[config.mk]
export PLATFORM = sky130hd
export DESIGN_NAME = ille_ctrl
export DESIGN_NICKNAME = d
export VERILOG_FILES = /design/src/sv/ille_pkg.sv /design/src/sv/ille_ctrl.sv
export SDC_FILE = /design/constraint.sdc
export NUM_CORES = 1
export LEC_CHECK = 0
export ABC_CLOCK_PERIOD_IN_PS = 1700
export BUFFER_PORTS_ARGS = -buffer_cell sky130_fd_sc_hd__buf_2
export CORE_ASPECT_RATIO = 1.2
export CORE_MARGIN = 1.5
export CORE_UTILIZATION = 48
export CTS_CLUSTER_SIZE = 16
export DETAILED_ROUTE_END_ITERATION = 8
export PLACE_DENSITY = 0.78
export SYNTH_ARGS = -nofsm -noshare
export SYNTH_HDL_FRONTEND = slang
export SYNTH_SLANG_ARGS = --single-unit
[constraint.sdc]
create_clock -name clk -period 1.7 [get_ports clk]
set_input_delay 0.085 -clock clk [delete_from_list [all_inputs] [get_ports clk]]
set_output_delay 0.085 -clock clk [all_outputs]
set_load 0.05 [all_outputs]
[src/sv/ille_pkg.sv]
// shared constants, codes and control types for the indexed linked list engine
`default_nettype none

package ille_pkg;

    localparam int CAPACITY = 1024;
    localparam int IDX_W    = $clog2(CAPACITY);
    localparam int LINK_W   = $clog2(CAPACITY + 1);

    localparam int ACT_W  = 3;
    localparam int POS_W  = 11;
    localparam int VAL_W  = 32;
    localparam int STAT_W = 2;
    localparam int LEN_W  = 11;

    localparam logic [ACT_W-1:0] ACT_GET       = 3'd0;
    localparam logic [ACT_W-1:0] ACT_ADD_HEAD  = 3'd1;
    localparam logic [ACT_W-1:0] ACT_ADD_TAIL  = 3'd2;
    localparam logic [ACT_W-1:0] ACT_ADD_INDEX = 3'd3;
    localparam logic [ACT_W-1:0] ACT_DELETE    = 3'd4;

    localparam logic [STAT_W-1:0] ST_DONE  = 2'd0;
    localparam logic [STAT_W-1:0] ST_RANGE = 2'd1;
    localparam logic [STAT_W-1:0] ST_FULL  = 2'd2;

    typedef enum logic [1:0] {
        OP_NONE,
        OP_GET,
        OP_ADD,
        OP_DEL
    } ille_op_t;

    typedef enum logic [4:0] {
        S_IDLE,
        S_CHECK,
        S_WALK_ISSUE,
        S_WALK,
        S_GET_RD,
        S_GET_OUT,
        S_INS_FREE,
        S_INS_HEAD,
        S_INS_PREV,
        S_INS_LINKN,
        S_INS_LINKP,
        S_DEL_RD,
        S_DEL_HEAD,
        S_DEL_VICT,
        S_DEL_LINKP,
        S_DEL_FREE,
        S_FINISH
    } ille_state_t;

    // link memory read address source
    typedef enum logic [1:0] {
        RA_PTR,
        RA_LINK,
        RA_FREE
    } ille_raddr_sel_t;

    // link memory write: address and data sources
    typedef enum logic [2:0] {
        LW_NONE,
        LW_NEW_HEAD,
        LW_NEW_LINK,
        LW_PTR_FREE,
        LW_PTR_LINK,
        LW_AUX_FREE
    } ille_lwr_sel_t;

    typedef enum logic [1:0] {
        HD_KEEP,
        HD_FREE,
        HD_LINK
    } ille_head_sel_t;

    typedef enum logic [1:0] {
        FR_KEEP,
        FR_LINK,
        FR_AUX
    } ille_free_sel_t;

    typedef enum logic [1:0] {
        AX_KEEP,
        AX_LINK,
        AX_PTR
    } ille_aux_sel_t;

    typedef enum logic [1:0] {
        CN_KEEP,
        CN_INC,
        CN_DEC
    } ille_cnt_sel_t;

    typedef struct packed {
        logic            capture;
        logic            walk_load;
        logic            step_dec;
        logic            ptr_from_link;
        ille_raddr_sel_t raddr_sel;
        ille_lwr_sel_t   lwr_sel;
        logic            val_write;
        ille_head_sel_t  head_sel;
        ille_free_sel_t  free_sel;
        ille_aux_sel_t   aux_sel;
        ille_cnt_sel_t   cnt_sel;
        logic            res_init;
        logic            res_value_load;
        logic            out_load;
    } ille_cmd_t;

    typedef struct packed {
        ille_op_t op;
        logic     fail;
        logic     k_zero;
        logic     target_zero;
        logic     steps_zero;
        logic     out_free;
    } ille_stat_t;

endpackage

`default_nettype wire

[src/sv/ille_ctrl.sv]
// controller state machine sequencing checks, link walks and list updates
`default_nettype none

module ille_ctrl import ille_pkg::*;
(
    input  wire logic       clk,
    input  wire logic       rst_n,
    input  wire logic       req_valid,
    output logic            req_ready,
    input  wire ille_stat_t stat,
    output ille_cmd_t       cmd
);

    ille_state_t state_reg;
    ille_state_t state_next;
    ille_state_t dispatch;

    always_ff @(posedge clk or negedge rst_n)
    begin
        if (!rst_n)
        begin
            state_reg <= S_IDLE;
        end
        else
        begin
            state_reg <= state_next;
        end
    end

    // first state of the update once the walk has reached its node
    always_comb
    begin
        unique case (stat.op)
            OP_GET:  dispatch = S_GET_RD;
            OP_ADD:  dispatch = S_INS_FREE;
            OP_DEL:  dispatch = S_DEL_RD;
            OP_NONE: dispatch = S_FINISH;
        endcase
    end

    always_comb
    begin
        state_next = state_reg;
        cmd        = '0;
        req_ready  = 1'b0;
        unique case (state_reg)
            S_IDLE:
            begin
                req_ready = 1'b1;
                if (req_valid)
                begin
                    cmd.capture = 1'b1;
                    state_next  = S_CHECK;
                end
            end
            S_CHECK:
            begin
                cmd.res_init  = 1'b1;
                cmd.walk_load = 1'b1;
                if (stat.op == OP_NONE || stat.fail)
                begin
                    state_next = S_FINISH;
                end
                else if (stat.target_zero)
                begin
                    state_next = dispatch;
                end
                else
                begin
                    state_next = S_WALK_ISSUE;
                end
            end
            S_WALK_ISSUE:
            begin
                cmd.raddr_sel = RA_PTR;
                cmd.step_dec  = 1'b1;
                state_next    = S_WALK;
            end
            S_WALK:
            begin
                cmd.ptr_from_link = 1'b1;
                if (stat.steps_zero)
                begin
                    state_next = dispatch;
                end
                else
                begin
                    cmd.raddr_sel = RA_LINK;
                    cmd.step_dec  = 1'b1;
                end
            end
            S_GET_RD:
            begin
                state_next = S_GET_OUT;
            end
            S_GET_OUT:
            begin
                cmd.res_value_load = 1'b1;
                state_next         = S_FINISH;
            end
            S_INS_FREE:
            begin
                cmd.raddr_sel = RA_FREE;
                cmd.val_write = 1'b1;
                state_next    = stat.k_zero ? S_INS_HEAD : S_INS_PREV;
            end
            S_INS_HEAD:
            begin
                cmd.lwr_sel  = LW_NEW_HEAD;
                cmd.head_sel = HD_FREE;
                cmd.free_sel = FR_LINK;
                cmd.cnt_sel  = CN_INC;
                state_next   = S_FINISH;
            end
            S_INS_PREV:
            begin
                cmd.aux_sel   = AX_LINK;
                cmd.raddr_sel = RA_PTR;
                state_next    = S_INS_LINKN;
            end
            S_INS_LINKN:
            begin
                cmd.lwr_sel = LW_NEW_LINK;
                state_next  = S_INS_LINKP;
            end
            S_INS_LINKP:
            begin
                cmd.lwr_sel  = LW_PTR_FREE;
                cmd.free_sel = FR_AUX;
                cmd.cnt_sel  = CN_INC;
                state_next   = S_FINISH;
            end
            S_DEL_RD:
            begin
                cmd.raddr_sel = RA_PTR;
                state_next    = stat.k_zero ? S_DEL_HEAD : S_DEL_VICT;
            end
            S_DEL_HEAD:
            begin
                cmd.head_sel = HD_LINK;
                cmd.aux_sel  = AX_PTR;
                state_next   = S_DEL_FREE;
            end
            S_DEL_VICT:
            begin
                cmd.aux_sel   = AX_LINK;
                cmd.raddr_sel = RA_LINK;
                state_next    = S_DEL_LINKP;
            end
            S_DEL_LINKP:
            begin
                cmd.lwr_sel = LW_PTR_LINK;
                state_next  = S_DEL_FREE;
            end
            S_DEL_FREE:
            begin
                cmd.lwr_sel  = LW_AUX_FREE;
                cmd.free_sel = FR_AUX;
                cmd.cnt_sel  = CN_DEC;
                state_next   = S_FINISH;
            end
            S_FINISH:
            begin
                if (stat.out_free)
                begin
                    cmd.out_load = 1'b1;
                    state_next   = S_IDLE;
                end
            end
            default:
            begin
                state_next = S_IDLE;
            end
        endcase
    end

endmodule

`default_nettype wire

==> summary.md <==
| Metric | Value |
|---|---|
| Met2 WL | 1360 um |
| Number of flops mapped to enable cells by yosys | 0 |
| Worst Path Class, Setup | reg -> out |
| First-pass GRT wire length | 3710 um |
| Leak pwr | 0.000583 uW |
| Wire per inst | 14.6 um |
| Fill count | 115 |
| Largest delay share family, worst path | simple AND/OR/NAND/NOR gates |
| RSZ-0062 raised after global routing | yes |
| Final setup margin | -0.0215 ns |
| Largest net degree at the start of global routing | 13 |
| Syn Inst Count | 111 |
| Max reg flops | 5 |
| Met1 WL | 1010 um |
| Register bit total from synthesis | 5 |
| Antenna violations before repair | 0 |
| Sequential share of the synthesized area | 15.4% |
| Reg clk slew, reported paths | 0.04 ns |
| DRC viols | 0 |
| Vias per cell | 5.66 |
| Buf/Inv on CP | 2 |
| Max-cap violations | 0 |
| Critical path peak fanout | 7 |
| Post-synthesis net count | 127 |
| Slew HR | 78.3% |
| CP Depth | 4 |
| Layout Nets | 174 |
| Site row count | 16 |
| Inst Count DP | 162 |
| Final hold viol count | 0 |
| Non-filler instance count after layout | 175 |
| Diodes inserted | 0 |
| Final WL | 2560 um |
| Post-synthesis cell type count | 41 |
| Largest cells by area after synthesis | dfrtp_1 15%, ha_1 9.2%, nor2_1 7.4% |
| Num ports | 32 |
| Final Total Pwr | 2590 uW |
| Vias in the first global route | 894 |
| H-tree levels | 1 |
| Area growth, synth to finish | 54.7% |
| Vias post-DR | 991 |
| First drt pass iteration count | 4 |
| Chip height | 48.1 um |
| Async SR Flop Fraction | 100% |
| Final design utilization | 78.4% |
| Clock Tree Root | clkbuf_4 |
| Worst min-delay path class | in -> reg |
| Final min period | 1.72 ns |
| Least-Margin Pin Slew | 0.322 ns |
| Die area | 1950 sq um |
| Longest Clk Path Bufs | 2 |
| Setup violators final | 2 |
| Num CTS Buffers | 3 |
| Violated checks | setup timing |
| DR top layer | met4 |
| GRT Overall Usage | 27.7% |
| Yosys top cell by area | dfrtp_1 |
| Final instance area | 1260 sq um |
| Top FF cell, synth | dfrtp_1 |
| Post-DRT Antenna Nets | 0 |
| Final hold slack | 0.0452 ns |
| YS warnings | 0 |
| Worst r2r path cells | 5 |
| Clock sink count | 5 |
| PD cells | 2060 nW/um^2 |
| Slew Limit Fails | 0 |
| Slowest stage cell, crit path | dfrtp_2 |
| Worst Path Required | 1.62 ns |
| Crit share post-route | 101% |
| Most common cell on crit path | buf_4 |
| Post-Syn Area | 812 sq um |
| Layout cells sized above 1 | 54.8% |
| Placer Congestion | 0.930 |
| CORE AREA | 1600 sq um |
| Met3 Wirelength | 121 um |
| Worst IR drop on VDD | 1.39 mV |
| Worst path cell trace | or3_4 -> buf_4 -> nor2_2 -> buf_4 |
| HPWL after DPL | 1860 um |
| Drt initial violations | 12 |
| Port bufs | 31 |
| Fmax | 0.581 GHz |
| Slowest stage delay, CP | 0.46 ns |
| Critical Path AT | 1.64 ns |
| Area post-placement | 1070 sq um |
| Crit. End Element | primary output |
| Top cell type's share of synthesized area | 15.4% |
| Most common cell after layout, fill and taps aside | buf_4 |
| Die X | 40.5 um |
| Initial Util | 50.7% |
| Setup crit start kind | flop |
| CTS tree | done |
| Hold Path Depth | 2 |
| Overflow after GRT | 0 |
| Status | finished, violations left |
| Clk_lat worst skew | 0.25 ns |
| Synth Area per Inst | 7.32 sq um |
| Most frequent cells in the layout | 26 x buf_4, 19 x buf_2, 12 x nor2_1 |
| Clk_skew | 0.00382 ns |
worst paths after layout:
check / slack (ns) / end / from
worst max-delay path: -0.02 / cmd[19] / state_reg[2]
worst min-delay path: 0.05 / state_reg[4] / stat[0]
worst max register to register: 0.13 / state_reg[0] / state_reg[1]
worst min register to register: 0.72 / state_reg[3] / state_reg[4]
max in group asynchronous: 1.34 / state_reg[1] / rst_n
min in group asynchronous: 0.21 / state_reg[3] / rst_n
metrics by stage:
step	TNS (ns)	setup WS, ns
3_5_place_dp	0	0.0839
3_3_place_gp	0	0.135
4_1_cts	0	0.00141
5_1_grt	-0.294	-0.0728
2_1_floorplan	-1.50	-0.335
6_report	-0.0426	-0.0215
synthesized netlist by cell type, types with 2 or more instances:
cell	instances
nor4b_1	2
nor2_1	16
nor3_1	6
nand2b_1	7
inv_1	4
nand2_1	6
dfrtp_1	5
clkbuf_1	2
a211oi_2	2
nor2b_1	2
buf_6	2
nand3b_1	4
a21o_1	2
a211o_1	2
buf_2	4
a31oi_1	2
ha_1	6
buf_4	4
o21ai_0	4
nand3_1	2
a21oi_1	7
power breakdown:
| part | switching (uW) | leakage (uW) | internal [uW] |
|---|---|---|---|
| Clock | 49.5 | 0.0000150 | 88.8 |
| Sequential | 122 | 0.0000584 | 184 |
| Combinational | 1270 | 0.000510 | 874 |
| Total | 1440 | 0.000583 | 1150 |
layer usage:
metal  up-vias  track usage (%)
met5         -                0
met4         0             10.7
met3         8             3.72
met2        38             52.1
met1       454             30.3
li1        491                -
kinds of logic (layout without fill, tap and decap cells):
family / Yosys count / count (layout) / synth area share, %
AOI/OAI and AO/OA: 30 / 30 / 27.1
xor gates and xnor gates: 1 / 1 / 1.08
adders and majority gates: 6 / 6 / 9.24
buffers and inverters: 17 / 63 / 12.2
DFF: 5 / 5 / 15.4
and+or+nand+nor: 52 / 52 / 35.0
timing repair:
action | CTS | global route
pin swaps | 1 | 1
buffers inserted | 2 | 6
hold buffers | 1 | 0
resized for setup | 16 | 16
hold endpoints to repair | 5 | 0
endpoints found under the setup margin | 10 | 14
area by class of cell:
| class | instances | area, sq um | area share [%] |
|---|---|---|---|
| sequential | 5 | 131 | 10.5 |
| inverter | 4 | 15.0 | 1.20 |
| clock buffer | 4 | 26.3 | 2.09 |
| multi-input combinational | 89 | 671 | 53.4 |
| tap | 18 | 22.5 | 1.79 |
| timing repair buffer | 55 | 390 | 31.1 |
Power figures use the tool's default switching activity.
